### config.mk
export PLATFORM = sky130hd
export DESIGN_NAME = selection_sorter
export DESIGN_NICKNAME = d
export VERILOG_FILES = /design/src/design/sls_pkg.sv /design/src/design/sls_cmp.sv /design/src/design/sls_store.sv /design/src/design/selection_sorter.sv
export VERILOG_INCLUDE_DIRS = /design/src /design/src/design
export SDC_FILE = /design/constraint.sdc
export NUM_CORES = 2
export LEC_CHECK = 0
export BUFFER_PORTS_ARGS = -buffer_cell sky130_fd_sc_hd__clkbuf_2
export CAP_MARGIN = 20
export CORE_UTILIZATION = 57
export DETAILED_ROUTE_END_ITERATION = 7
export PLACE_DENSITY = 0.84
export SETUP_SLACK_MARGIN = 0.4
export SLEW_MARGIN = 20
export SYNTH_ARGS = -nofsm -noshare
export SYNTH_HDL_FRONTEND = slang
export SYNTH_HIERARCHICAL = 1
export SYNTH_SLANG_ARGS = --single-unit
export TNS_END_PERCENT = 100
### constraint.sdc
create_clock -name i_clk -period 6.45 [get_ports i_clk]
set_input_delay 1.6125 -clock i_clk [delete_from_list [all_inputs] [get_ports i_clk]]
set_output_delay 1.6125 -clock i_clk [all_outputs]
set_load 0.05 [all_outputs]
### src/design/selection_sorter_macros.svh
// Assertion macros for the selection sorter.
`ifndef SELECTION_SORTER_MACROS_SVH
`define SELECTION_SORTER_MACROS_SVH

`ifndef SYNTHESIS

// Check a property on every clock edge outside reset.
`define SLS_ASSERT(lbl, prop) \
    lbl: assert property (@(posedge i_clk) disable iff (!i_rst_n) prop) \
        else $error("selection_sorter: assertion failed");

// Check a property on every clock edge, reset included.
`define SLS_ASSERT_ALWAYS(lbl, prop) \
    lbl: assert property (@(posedge i_clk) prop) \
        else $error("selection_sorter: assertion failed");

`else

`define SLS_ASSERT(lbl, prop)
`define SLS_ASSERT_ALWAYS(lbl, prop)

`endif

`endif

### src/design/sls_pkg.sv
// Shared types and constants of the selection sorter.
package sls_pkg;

    localparam int MAX_KEYS_DEF  = 64;
    localparam int KEY_WIDTH_DEF = 32;

    // Port field widths
    localparam int DATA_W = 32;
    localparam int ADDR_W = 3;

    // Register word index (paddr[2])
    localparam logic REG_SIGNED = 1'b0;
    localparam logic REG_DESC   = 1'b1;

    // Compare mode handed to the comparator
    typedef struct packed {
        logic is_signed;
        logic descending;
    } t_cmp_mode;

endpackage

### src/design/sls_cmp.sv
// Key comparator: true when key a goes before key b under the compare mode.
module sls_cmp #(
    parameter int KEY_WIDTH = sls_pkg::KEY_WIDTH_DEF
) (
    input  logic [KEY_WIDTH-1:0] i_a,
    input  logic [KEY_WIDTH-1:0] i_b,
    input  sls_pkg::t_cmp_mode   i_mode,
    output logic                 o_before
);

    logic [KEY_WIDTH-1:0] a_adj;
    logic [KEY_WIDTH-1:0] b_adj;

    // Flip the sign bits so that an unsigned compare orders two's complement keys
    always_comb begin
        a_adj = i_a;
        b_adj = i_b;
        if (i_mode.is_signed) begin
            a_adj[KEY_WIDTH-1] = ~i_a[KEY_WIDTH-1];
            b_adj[KEY_WIDTH-1] = ~i_b[KEY_WIDTH-1];
        end
        o_before = i_mode.descending ? (a_adj > b_adj) : (a_adj < b_adj);
    end

endmodule

### src/design/sls_store.sv
// Key memory: one write port, one registered read port.
module sls_store #(
    parameter int MAX_KEYS  = sls_pkg::MAX_KEYS_DEF,
    parameter int KEY_WIDTH = sls_pkg::KEY_WIDTH_DEF,
    localparam int IW       = $clog2(MAX_KEYS)
) (
    input  logic                 i_clk,
    input  logic                 i_wr_en,
    input  logic [IW-1:0]        i_wr_addr,
    input  logic [KEY_WIDTH-1:0] i_wr_data,
    input  logic [IW-1:0]        i_rd_addr,
    output logic [KEY_WIDTH-1:0] o_rd_data
);

    logic [KEY_WIDTH-1:0] r_mem [MAX_KEYS];
    logic [KEY_WIDTH-1:0] r_rd_data;

    always_ff @(posedge i_clk) begin
        if (i_wr_en) begin
            r_mem[i_wr_addr] <= i_wr_data;
        end
        r_rd_data <= r_mem[i_rd_addr];
    end

    assign o_rd_data = r_rd_data;

endmodule

### src/design/selection_sorter.sv
// Selection sorter top level: load sequencer, sort sequencer, output register and APB registers.
//
// Keys load at one per cycle, one transaction each, into a single-port-write,
// single-port-read key memory; the transaction that carries last_key closes the
// set and the block then stalls its input until the sorted burst has been
// handed to the output register. For N stored keys the sort runs passes p = 0..N-2,
// each N - p scan reads from position p, then a drain and a swap of the best key
// into place (S_DRAIN, S_SWAP_HI, S_SWAP_LO); every scan step shares the one key
// comparator and the one memory read port. Each burst key is then read (S_EMIT_RD)
// and loaded (S_EMIT_LD), waiting while the consumer stalls, before the next read.
// The input reopens as soon as the final key sits in the output register.
// Keys beyond MAX_KEYS are dropped and flag overflow on every key of the burst.
`include "selection_sorter_macros.svh"

module selection_sorter #(
    parameter int MAX_KEYS  = sls_pkg::MAX_KEYS_DEF,
    parameter int KEY_WIDTH = sls_pkg::KEY_WIDTH_DEF
) (
    input  logic                        i_clk,
    input  logic                        i_rst_n,
    // key input channel
    input  logic                        i_in_valid,
    output logic                        o_in_stall,
    input  logic [31:0]                 i_key_value,
    input  logic                        i_last_key,
    // sorted output channel
    output logic                        o_out_valid,
    input  logic                        i_out_stall,
    output logic [31:0]                 o_sorted_key,
    output logic                        o_last_out,
    output logic                        o_overflow,
    // configuration
    input  logic                        psel,
    input  logic                        penable,
    input  logic                        pwrite,
    input  logic [sls_pkg::ADDR_W-1:0]  paddr,
    input  logic [sls_pkg::DATA_W-1:0]  pwdata,
    output logic [sls_pkg::DATA_W-1:0]  prdata,
    output logic                        pready
);

    localparam int CW = $clog2(MAX_KEYS + 1);
    localparam int IW = $clog2(MAX_KEYS);
    localparam logic [CW-1:0] MAX_C = CW'(MAX_KEYS);
    localparam logic [CW-1:0] ONE_C = CW'(1);
    localparam logic [CW-1:0] TWO_C = CW'(2);
    localparam logic [IW-1:0] ONE_I = IW'(1);

    localparam logic [2:0] S_LOAD    = 3'd0;
    localparam logic [2:0] S_SCAN    = 3'd1;
    localparam logic [2:0] S_DRAIN   = 3'd2;
    localparam logic [2:0] S_SWAP_HI = 3'd3;
    localparam logic [2:0] S_SWAP_LO = 3'd4;
    localparam logic [2:0] S_EMIT_RD = 3'd5;
    localparam logic [2:0] S_EMIT_LD = 3'd6;

    logic [2:0]           r_state,    n_state;
    logic [CW-1:0]        r_count,    n_count;
    logic                 r_dropped,  n_dropped;
    logic [IW-1:0]        r_pos,      n_pos;
    logic [IW-1:0]        r_probe,    n_probe;
    logic                 r_rd_vld,   n_rd_vld;
    logic [IW-1:0]        r_rd_idx,   n_rd_idx;
    logic [IW-1:0]        r_best_idx, n_best_idx;
    logic [KEY_WIDTH-1:0] r_best_val, n_best_val;
    logic [KEY_WIDTH-1:0] r_held,     n_held;
    logic                 r_out_valid, n_out_valid;
    logic [31:0]          r_out_key,  n_out_key;
    logic                 r_out_last, n_out_last;
    logic                 r_out_ovf,  n_out_ovf;
    logic                 r_signed;
    logic                 r_desc;

    sls_pkg::t_cmp_mode   cmp_mode;
    logic                 cmp_before;
    logic [KEY_WIDTH-1:0] rd_data;
    logic                 wr_en;
    logic [IW-1:0]        wr_addr;
    logic [KEY_WIDTH-1:0] wr_data;
    logic                 in_accept;
    logic                 out_accept;
    logic                 store_room;
    logic                 probe_at_end;
    logic                 cfg_write;

    assign in_accept    = i_in_valid && !o_in_stall;
    assign out_accept   = r_out_valid && !i_out_stall;
    assign store_room   = (r_count < MAX_C);
    assign probe_at_end = (CW'(r_probe) == CW'(r_count - ONE_C));

    assign cmp_mode.is_signed  = r_signed;
    assign cmp_mode.descending = r_desc;

    sls_cmp #(
        .KEY_WIDTH (KEY_WIDTH)
    ) u_cmp (
        .i_a      (rd_data),
        .i_b      (r_best_val),
        .i_mode   (cmp_mode),
        .o_before (cmp_before)
    );

    sls_store #(
        .MAX_KEYS  (MAX_KEYS),
        .KEY_WIDTH (KEY_WIDTH)
    ) u_store (
        .i_clk     (i_clk),
        .i_wr_en   (wr_en),
        .i_wr_addr (wr_addr),
        .i_wr_data (wr_data),
        .i_rd_addr (r_probe),
        .o_rd_data (rd_data)
    );

    // Memory write port: load, then the two halves of a swap
    always_comb begin
        wr_en   = 1'b0;
        wr_addr = r_count[IW-1:0];
        wr_data = KEY_WIDTH'(i_key_value);
        unique case (r_state)
            S_LOAD: begin
                wr_en = in_accept && store_room;
            end
            S_SWAP_HI: begin
                wr_en   = 1'b1;
                wr_addr = r_best_idx;
                wr_data = r_held;
            end
            S_SWAP_LO: begin
                wr_en   = 1'b1;
                wr_addr = r_pos;
                wr_data = r_best_val;
            end
            default: begin
                wr_en = 1'b0;
            end
        endcase
    end

    // Sequencer
    always_comb begin
        n_state     = r_state;
        n_count     = r_count;
        n_dropped   = r_dropped;
        n_pos       = r_pos;
        n_probe     = r_probe;
        n_rd_vld    = (r_state == S_SCAN);
        n_rd_idx    = r_probe;
        n_best_idx  = r_best_idx;
        n_best_val  = r_best_val;
        n_held      = r_held;
        n_out_valid = out_accept ? 1'b0 : r_out_valid;
        n_out_key   = r_out_key;
        n_out_last  = r_out_last;
        n_out_ovf   = r_out_ovf;

        // Compare stage: first read of a pass seeds the running best
        if (r_rd_vld) begin
            if (r_rd_idx == r_pos) begin
                n_held     = rd_data;
                n_best_val = rd_data;
                n_best_idx = r_pos;
            end else if (cmp_before) begin
                n_best_val = rd_data;
                n_best_idx = r_rd_idx;
            end
        end

        unique case (r_state)
            S_LOAD: begin
                if (in_accept) begin
                    if (store_room) begin
                        n_count = r_count + ONE_C;
                    end else begin
                        n_dropped = 1'b1;
                    end
                    if (i_last_key) begin
                        n_pos   = '0;
                        n_probe = '0;
                        n_state = (n_count >= TWO_C) ? S_SCAN : S_EMIT_RD;
                    end
                end
            end
            S_SCAN: begin
                if (probe_at_end) begin
                    n_state = S_DRAIN;
                end else begin
                    n_probe = r_probe + ONE_I;
                end
            end
            S_DRAIN: begin
                n_state = S_SWAP_HI;
            end
            S_SWAP_HI: begin
                n_state = S_SWAP_LO;
            end
            S_SWAP_LO: begin
                n_pos   = r_pos + ONE_I;
                n_probe = r_pos + ONE_I;
                // another pass while at least two keys remain unplaced
                if ((CW + 1)'(r_pos) + (CW + 1)'(TWO_C) < (CW + 1)'(r_count)) begin
                    n_state = S_SCAN;
                end else begin
                    n_probe = '0;
                    n_state = S_EMIT_RD;
                end
            end
            S_EMIT_RD: begin
                n_state = S_EMIT_LD;
            end
            S_EMIT_LD: begin
                // probe doubles as the output index here
                if (!r_out_valid || !i_out_stall) begin
                    n_out_valid = 1'b1;
                    n_out_key   = 32'(rd_data);
                    n_out_last  = probe_at_end;
                    n_out_ovf   = r_dropped;
                    if (probe_at_end) begin
                        n_count   = '0;
                        n_dropped = 1'b0;
                        n_state   = S_LOAD;
                    end else begin
                        n_probe = r_probe + ONE_I;
                        n_state = S_EMIT_RD;
                    end
                end
            end
            default: begin
                n_state = S_LOAD;
            end
        endcase
    end

    always_ff @(posedge i_clk) begin
        if (!i_rst_n) begin
            r_state     <= S_LOAD;
            r_count     <= '0;
            r_dropped   <= 1'b0;
            r_pos       <= '0;
            r_probe     <= '0;
            r_rd_vld    <= 1'b0;
            r_out_valid <= 1'b0;
        end else begin
            r_state     <= n_state;
            r_count     <= n_count;
            r_dropped   <= n_dropped;
            r_pos       <= n_pos;
            r_probe     <= n_probe;
            r_rd_vld    <= n_rd_vld;
            r_out_valid <= n_out_valid;
        end
    end

    always_ff @(posedge i_clk) begin
        r_rd_idx   <= n_rd_idx;
        r_best_idx <= n_best_idx;
        r_best_val <= n_best_val;
        r_held     <= n_held;
        r_out_key  <= n_out_key;
        r_out_last <= n_out_last;
        r_out_ovf  <= n_out_ovf;
    end

    // Configuration registers
    assign cfg_write = psel && penable && pwrite;

    always_ff @(posedge i_clk) begin
        if (!i_rst_n) begin
            r_signed <= 1'b0;
            r_desc   <= 1'b0;
        end else if (cfg_write) begin
            if (paddr[2] == sls_pkg::REG_SIGNED) begin
                r_signed <= pwdata[0];
            end
            if (paddr[2] == sls_pkg::REG_DESC) begin
                r_desc <= pwdata[0];
            end
        end
    end

    assign prdata = (paddr[2] == sls_pkg::REG_DESC) ? sls_pkg::DATA_W'(r_desc)
                                                    : sls_pkg::DATA_W'(r_signed);
    assign pready = 1'b1;

    assign o_in_stall   = (r_state != S_LOAD);
    assign o_out_valid  = r_out_valid;
    assign o_sorted_key = r_out_key;
    assign o_last_out   = r_out_last;
    assign o_overflow   = r_out_ovf;

    `SLS_ASSERT(a_count_bound, (r_count <= MAX_C))
    `SLS_ASSERT(a_last_closes_set, (in_accept && i_last_key) |=> o_in_stall)
    `SLS_ASSERT(a_scan_in_range, (r_state == S_SCAN) |-> (CW'(r_probe) < r_count))
    `SLS_ASSERT_ALWAYS(a_reset_idle, (!i_rst_n) |=> (!o_out_valid && !o_in_stall))

endmodule
## Word-level counts from Yosys, hierarchy flattened

Memories as Yosys holds them, arrays and structs flattened. A register that Yosys moved wholly into a read port is not among the register bits.
Cells that the tools add are included.

| cells by class | value |
|---|---|
| add/subtract/negate cells | 5 |
| mux-type cells | 43 |
| bitwise logic cells | 3 |
| reductions and logical operators | 26 |
| equal/unequal tests | 14 |
| $lt $le $gt $ge | 5 |

Operators with widths:

| cell | number |
|---|---|
| $mux W32 | 2 |
| $pmux W32 S2 | 1 |
| $mux W6 | 7 |
| $mux W7 | 6 |
| $gt A32 B32 Y1 | 1 |
| $lt A32 B32 Y1 | 1 |
| $pmux W6 S2 | 2 |
| $pmux W6 S4 | 1 |
| $mux W3 | 7 |
| $pmux W3 S7 | 1 |
| $pmux W7 S2 | 1 |
| $mux W1 | 13 |
| $add A6 B1 Y6 const B | 2 |
| $reduce_and A4 Y1 | 3 |
| $ne A2 B2 Y1 const B | 5 |
| $reduce_and A2 Y1 | 5 |
| $eq A3 B3 Y1 const B | 3 |
| $add A6 B2 Y7 const B | 1 |
| $add A7 B1 Y7 const B | 1 |
| $eq A6 B7 Y1 | 1 |
| $ge A7 B2 Y1 const B | 1 |
| $lt A7 B7 Y1 | 1 |
| $lt A7 B7 Y1 const B | 1 |
| $sub A7 B1 Y7 const B | 1 |
| 16 further kinds | 28 |

| storage, ports and cells | value |
|---|---|
| bits in writable memories | 2048 |
| memories | 1 |
| flip-flop bits (word level) | 137 |
| word-level logic and storage cells | 113 |

Memory list:

| memory | depth | width | read ports | clocked after memory_dff | wr ports | RTL line | text |
|---|---|---|---|---|---|---|---|
| u_store.r_mem | 64 | 32 | 1 | 1 | 1 | sls_store.sv:15 | `logic [KEY_WIDTH-1:0] r_mem [MAX_KEYS];` |

## Longest topological paths before layout

| logic depth | value |
|---|---|
| depth in word-level cells | 10 |
| depth in mapped cells | 12 |
| mapped depth without buffers | 9 |

## By module

The synthesis kept the hierarchy.

By module, submodules not included:

| module | sequential area each (sq um) | times used | area each (sq um) | cells each |
|---|---|---|---|---|
| sls_store | 62139.6 | 1 | 78515.3 | 3324 |
| selection_sorter | 3783.6 | 1 | 6408.6 | 571 |
| sls_cmp | 0.0 | 1 | 839.6 | 119 |

## Worst setup path before layout

OpenSTA, ideal clock, no wires.

| path | value |
|---|---|
| kind | register -> register |
| start | register r_pos[3] |
| end | register r_best_idx[0], enable pin |
| clock period less this slack | 5.304 ns |
| cell stages (with the launch flop) | 6 |
| setup time | 0.394 ns |
| path buffers | 1 |
| data required time | 6.056 ns |
| arrival | 4.910 ns |
| path slack | 1.146 ns |
| cells stage by stage | dfxtp_1 clkbuf_1 xnor2_1 nand4_1 nor4_1 a21o_1 |

| between the ends | value |
|---|---|
| longest elaborated chain between the ends | 3 |

RTL lines:

| what | RTL line | text |
|---|---|---|
| from (decl) | selection_sorter.sv:60 | `logic [IW-1:0] r_pos, n_pos;` |
| from (signal assigned) | selection_sorter.sv:247 | `r_pos <= n_pos;` |
| $eq A6 B6 Y1 | selection_sorter.sv:159 | `if (r_rd_idx == r_pos) begin` |
| $reduce_bool A2 Y1 (no line) | - |  |
| $reduce_and A2 Y1 (no line) | - |  |
| to (signal assigned) | selection_sorter.sv:256 | `r_best_idx <= n_best_idx;` |
| to (decl) | selection_sorter.sv:64 | `logic [IW-1:0] r_best_idx, n_best_idx;` |

Every way passes these cells.
A chain may end at the register's enable or synchronous reset.

## Worst setup path after layout

| path | value |
|---|---|
| start | register r_state[0] |
| end | memory u_store/r_mem[4][21] in the netlist's numbering, enable pin |

RTL lines:

| what | RTL line | text |
|---|---|---|
| from (decl) | selection_sorter.sv:57 | `logic [2:0] r_state, n_state;` |
| from (signal assigned) | selection_sorter.sv:244 | `r_state <= n_state;` |
| $eq A3 B3 Y1 / $eq A3 B2 Y1 (equally long branches) | selection_sorter.sv:120 | `unique case (r_state)` |
| $pmux W6 S2 * | selection_sorter.sv:120 |  |
| net wr_addr[0] | selection_sorter.sv:78 | `logic [IW-1:0] wr_addr;` |
| to (decl) | sls_store.sv:15 |  |

The timed path passes the listed nets; every way through them passes the cells marked *.

==> impl_results.md <==
* DR iter-0 viols at between 8000 and 9000
* Post-synth design cell area at 85800 um2
* Num rows at 141
* Post-synth top area cell: edfxtp_1
* Worst Tran Pin Value at approximately 1200 ps
* Clock-pin slew on the worst setup and hold paths at 60 ps
* Max cap viols at 0
* Core area at roughly 150000 um2
* Fillcell total at 8766
* Most frequent cells after synthesis: edfxtp_1, mux4_2, nor2_1, nand2_1
* Clk sink count at 2217
* Port Buffers at 78
* Ranking of synthesized cells by area: edfxtp_1, mux4_2, dfxtp_1
* Hold-fix buffers, CTS at 0
* Kind of end point of the critical path: flop
* Area growth, synth to finish at 11.7%
* Die W at 390 um
* Slew Limit Fails at 0
* Failing checks: design-rule violations
* R2R Path Start: r_state[0]$_SDFFE_PN0P_
* Number of setup violations in the final report at 0
* DP Wirelength at roughly 120000 um
* Hold Path Class: reg -> reg
* Fin Setup TNS at 0 ps
* Clk_lat worst skew at 850 ps
* DRT Pass-1 Iters at 8
* DR WL/cell at 37.0 um
* Post-Route WL at 237000 um
* Maximum VDD drop at 0.335 mV
* Synth top area share at 0.753
* I/O pin cnt at between 100 and 150
* Die area at approximately 150000 um2
* Crit Path Max Fanout at 47
* Global route overflow at 0
* Period utilization at 0.858
* Antenna-violating nets left at 0
* Ys async rst share at 0
* Post-synthesis sequential area ratio at 0.769
* #FFs+latches synth at 2217
* Proportion of layout cells with a drive suffix above 1 at 0.270
* First-pass GRT wire length at 332000 um
* Leak pwr at 29.6 nW
* Worst setup SP type: flop
* Fmax at about 180 MHz
* Synth warn at 6
* Initial antenna violation count at 16
* Max-Slew Margin vs Limit at 0.225
* Hold Slack at 466 ps
* Overall global routing resource usage at 0.312
* Worst Path Required at 6940 ps
* Post-route setup slack at 913 ps
* Starting density of the core at 0.577
* Top_reg_cell synth: edfxtp_1
* CTS tree: built
* Overall Power at 37.5 mW
* TritonCTS buffer count at 200
* Data arrival, critical path at 6030 ps
* RSZ-0062 raised after global routing: no
* Worst setup startpoint: r_state[0]$_SDFFE_PN0P_
* Number of synthesized flops with an enable pin at 2152
* Number of global-route vias before repair at 45600
* Synthesized instance count at 4014
* Fin area at 95800 um2
* Placement Setup Slack at roughly 1300 ps
* R2r endpoint: u_store/r_mem[4][21]$_DFFE_PP_
* Final #Nets at 4341
* Post-DR vias/cell at about 7
* Outcome: finished, violations left
* Maximum level of the CTS H-tree at 4
* Setup Skew at 36.3 ps
* Post_cts resized at 0
* CP Class: reg -> reg
* Final hold violations at 0
* Largest net degree at the start of global routing at 110
* Area post-placement at 89300 um2
* Netlist cell types at 76
* Residual DRC count at 2
* Clock period minus worst slack at 5540 ps
* CP endpoint: u_store/r_mem[4][21]$_DFFE_PP_
* Routability Congestion at ~0.90
* Mean Syn Cell Area at 21.4 um2
* Die height at roughly 400 um
* Via count at 45800
* R2R Setup Slk at 910 ps
* Clk root buf: clkbuf_16
* Power Dens Cells at 391 nW/um2
* Clock tree buffer depth at 3
* Cells on worst reg2reg path at 10
* Post-CTS Setup Bufs at 0
* Most common cell in the netlist: edfxtp_1
## worst min path at each step
stage / from / to / slack (ps) / cells after the start
2_1_floorplan: n_rd_idx[2]$_SDFFE_PN0P_ / r_rd_idx[2]$_DFF_P_ / 360 / 0
3_3_place_gp: r_dropped$_SDFFE_PN0P_ / o_overflow$_DFFE_PP_ / 420 / 0
3_5_place_dp: r_dropped$_SDFFE_PN0P_ / o_overflow$_DFFE_PP_ / 430 / 0
4_1_cts: r_rd_idx[5]$_DFF_P_ / r_best_idx[5]$_DFFE_PP_ / 460 / 0
5_1_grt: r_dropped$_SDFFE_PN0P_ / o_overflow$_DFFE_PP_ / 470 / 0
6_report: r_dropped$_SDFFE_PN0P_ / o_overflow$_DFFE_PP_ / 470 / 0
## sequential cells by signal (all words and copies together), names as in the netlist, 6 cells and up
name               flops
n_rd_idx               6
r_count                7
r_pos                  6
o_sorted_key          32
r_best_val            32
r_held                32
r_best_idx             6
r_rd_idx               6
u_store/o_rd_data     32
u_store/r_mem       2048
## where the power goes
| group | switching, mW | internal (mW) | leakage, nW |
|---|---|---|---|
| Combinational | 5.16 | 3.07 | 6.60 |
| Sequential | 0.501 | 17.0 | 19.9 |
| Clock | 5.37 | 6.35 | 3.10 |
## final cells by class
| type | instances | area [um2] | share of cell area |
|---|---|---|---|
| Timing Repair Buffer | 233 | 1810 | 0.0189 |
| Tap cell | 2002 | 2500 | 0.0262 |
| Sequential cell | 2217 | 65900 | 0.688 |
| Inverter | 51 | 191 | 0.00200 |
| Multi-Input combinational cell | 1521 | 19000 | 0.198 |
| Antenna cell | 1 | 2.50 | 0.0000261 |
| Clock buffer | 246 | 5240 | 0.0547 |
| Clock inverter | 129 | 1080 | 0.0113 |
## routing by layer
metal	vias to the layer above	global-route usage	part of all wire
li1	17100	-	-
met3	983	0.0669	0.12
met4	8	0.202	0.079
met2	4486	0.511	0.49
met1	23200	0.379	0.31
met5	-	0	0.00021
## kinds of logic (layout without fill, tap and decap cells)
| family | count (synthesis) | in the layout | share of synthesized area |
|---|---|---|---|
| and+or+nand+nor | 435 | 435 | 0.0236 |
| other | 2 | 33 | 0.0000876 |
| DFF | 2217 | 2217 | 0.769 |
| AOI/OAI and AO/OA | 346 | 346 | 0.0269 |
| muxes | 643 | 643 | 0.154 |
| xor gates and xnor gates | 21 | 21 | 0.00214 |
| adders and majority gates | 44 | 44 | 0.00636 |
| buffers and inverters | 306 | 659 | 0.0178 |
## metrics by stage
stage          utilization  std cells
6_report             0.645       6400
4_1_cts              0.644       6393
3_3_place_gp         0.601       6018
3_5_place_dp         0.601       6018
5_1_grt              0.645       6399
2_1_floorplan            -       4044
## worst max-delay path, cell delays in order, from the launching register on
cell and delay (ps):
dfxtp_1 470, nor2_1 440, and2_2 950, nor2_2 90, buf_4 300, nand2_1 160
nand2_1 300, nor2b_1 360, nand2_1 740, nor2_4 870, buf_4 400
## cell usage in the layout (no fill, tap or decap), types with 10 or more instances in the layout
cell type and count:
nand3b_1 10, mux4_2 544, inv_1 50, buf_4 136
nor2b_1 16, nor2_4 62, nor3_1 15, o221ai_1 28
clkinv_1 51, o22ai_1 88, bufinv_16 14, ha_1 42
edfxtp_1 2152, conb_1 32, a22oi_1 54, a21oi_1 97
o21ai_0 21, nand2_1 106, clkbuf_16 201, nand4_1 13
nand3_1 24, xnor2_1 13, clkinv_2 45, buf_12 15
clkbuf_1 41, mux2i_1 98, nand2_2 33, a31oi_1 10
clkbuf_2 78, nor2_1 95, dfxtp_1 61
(Power assumes the default switching activity.)
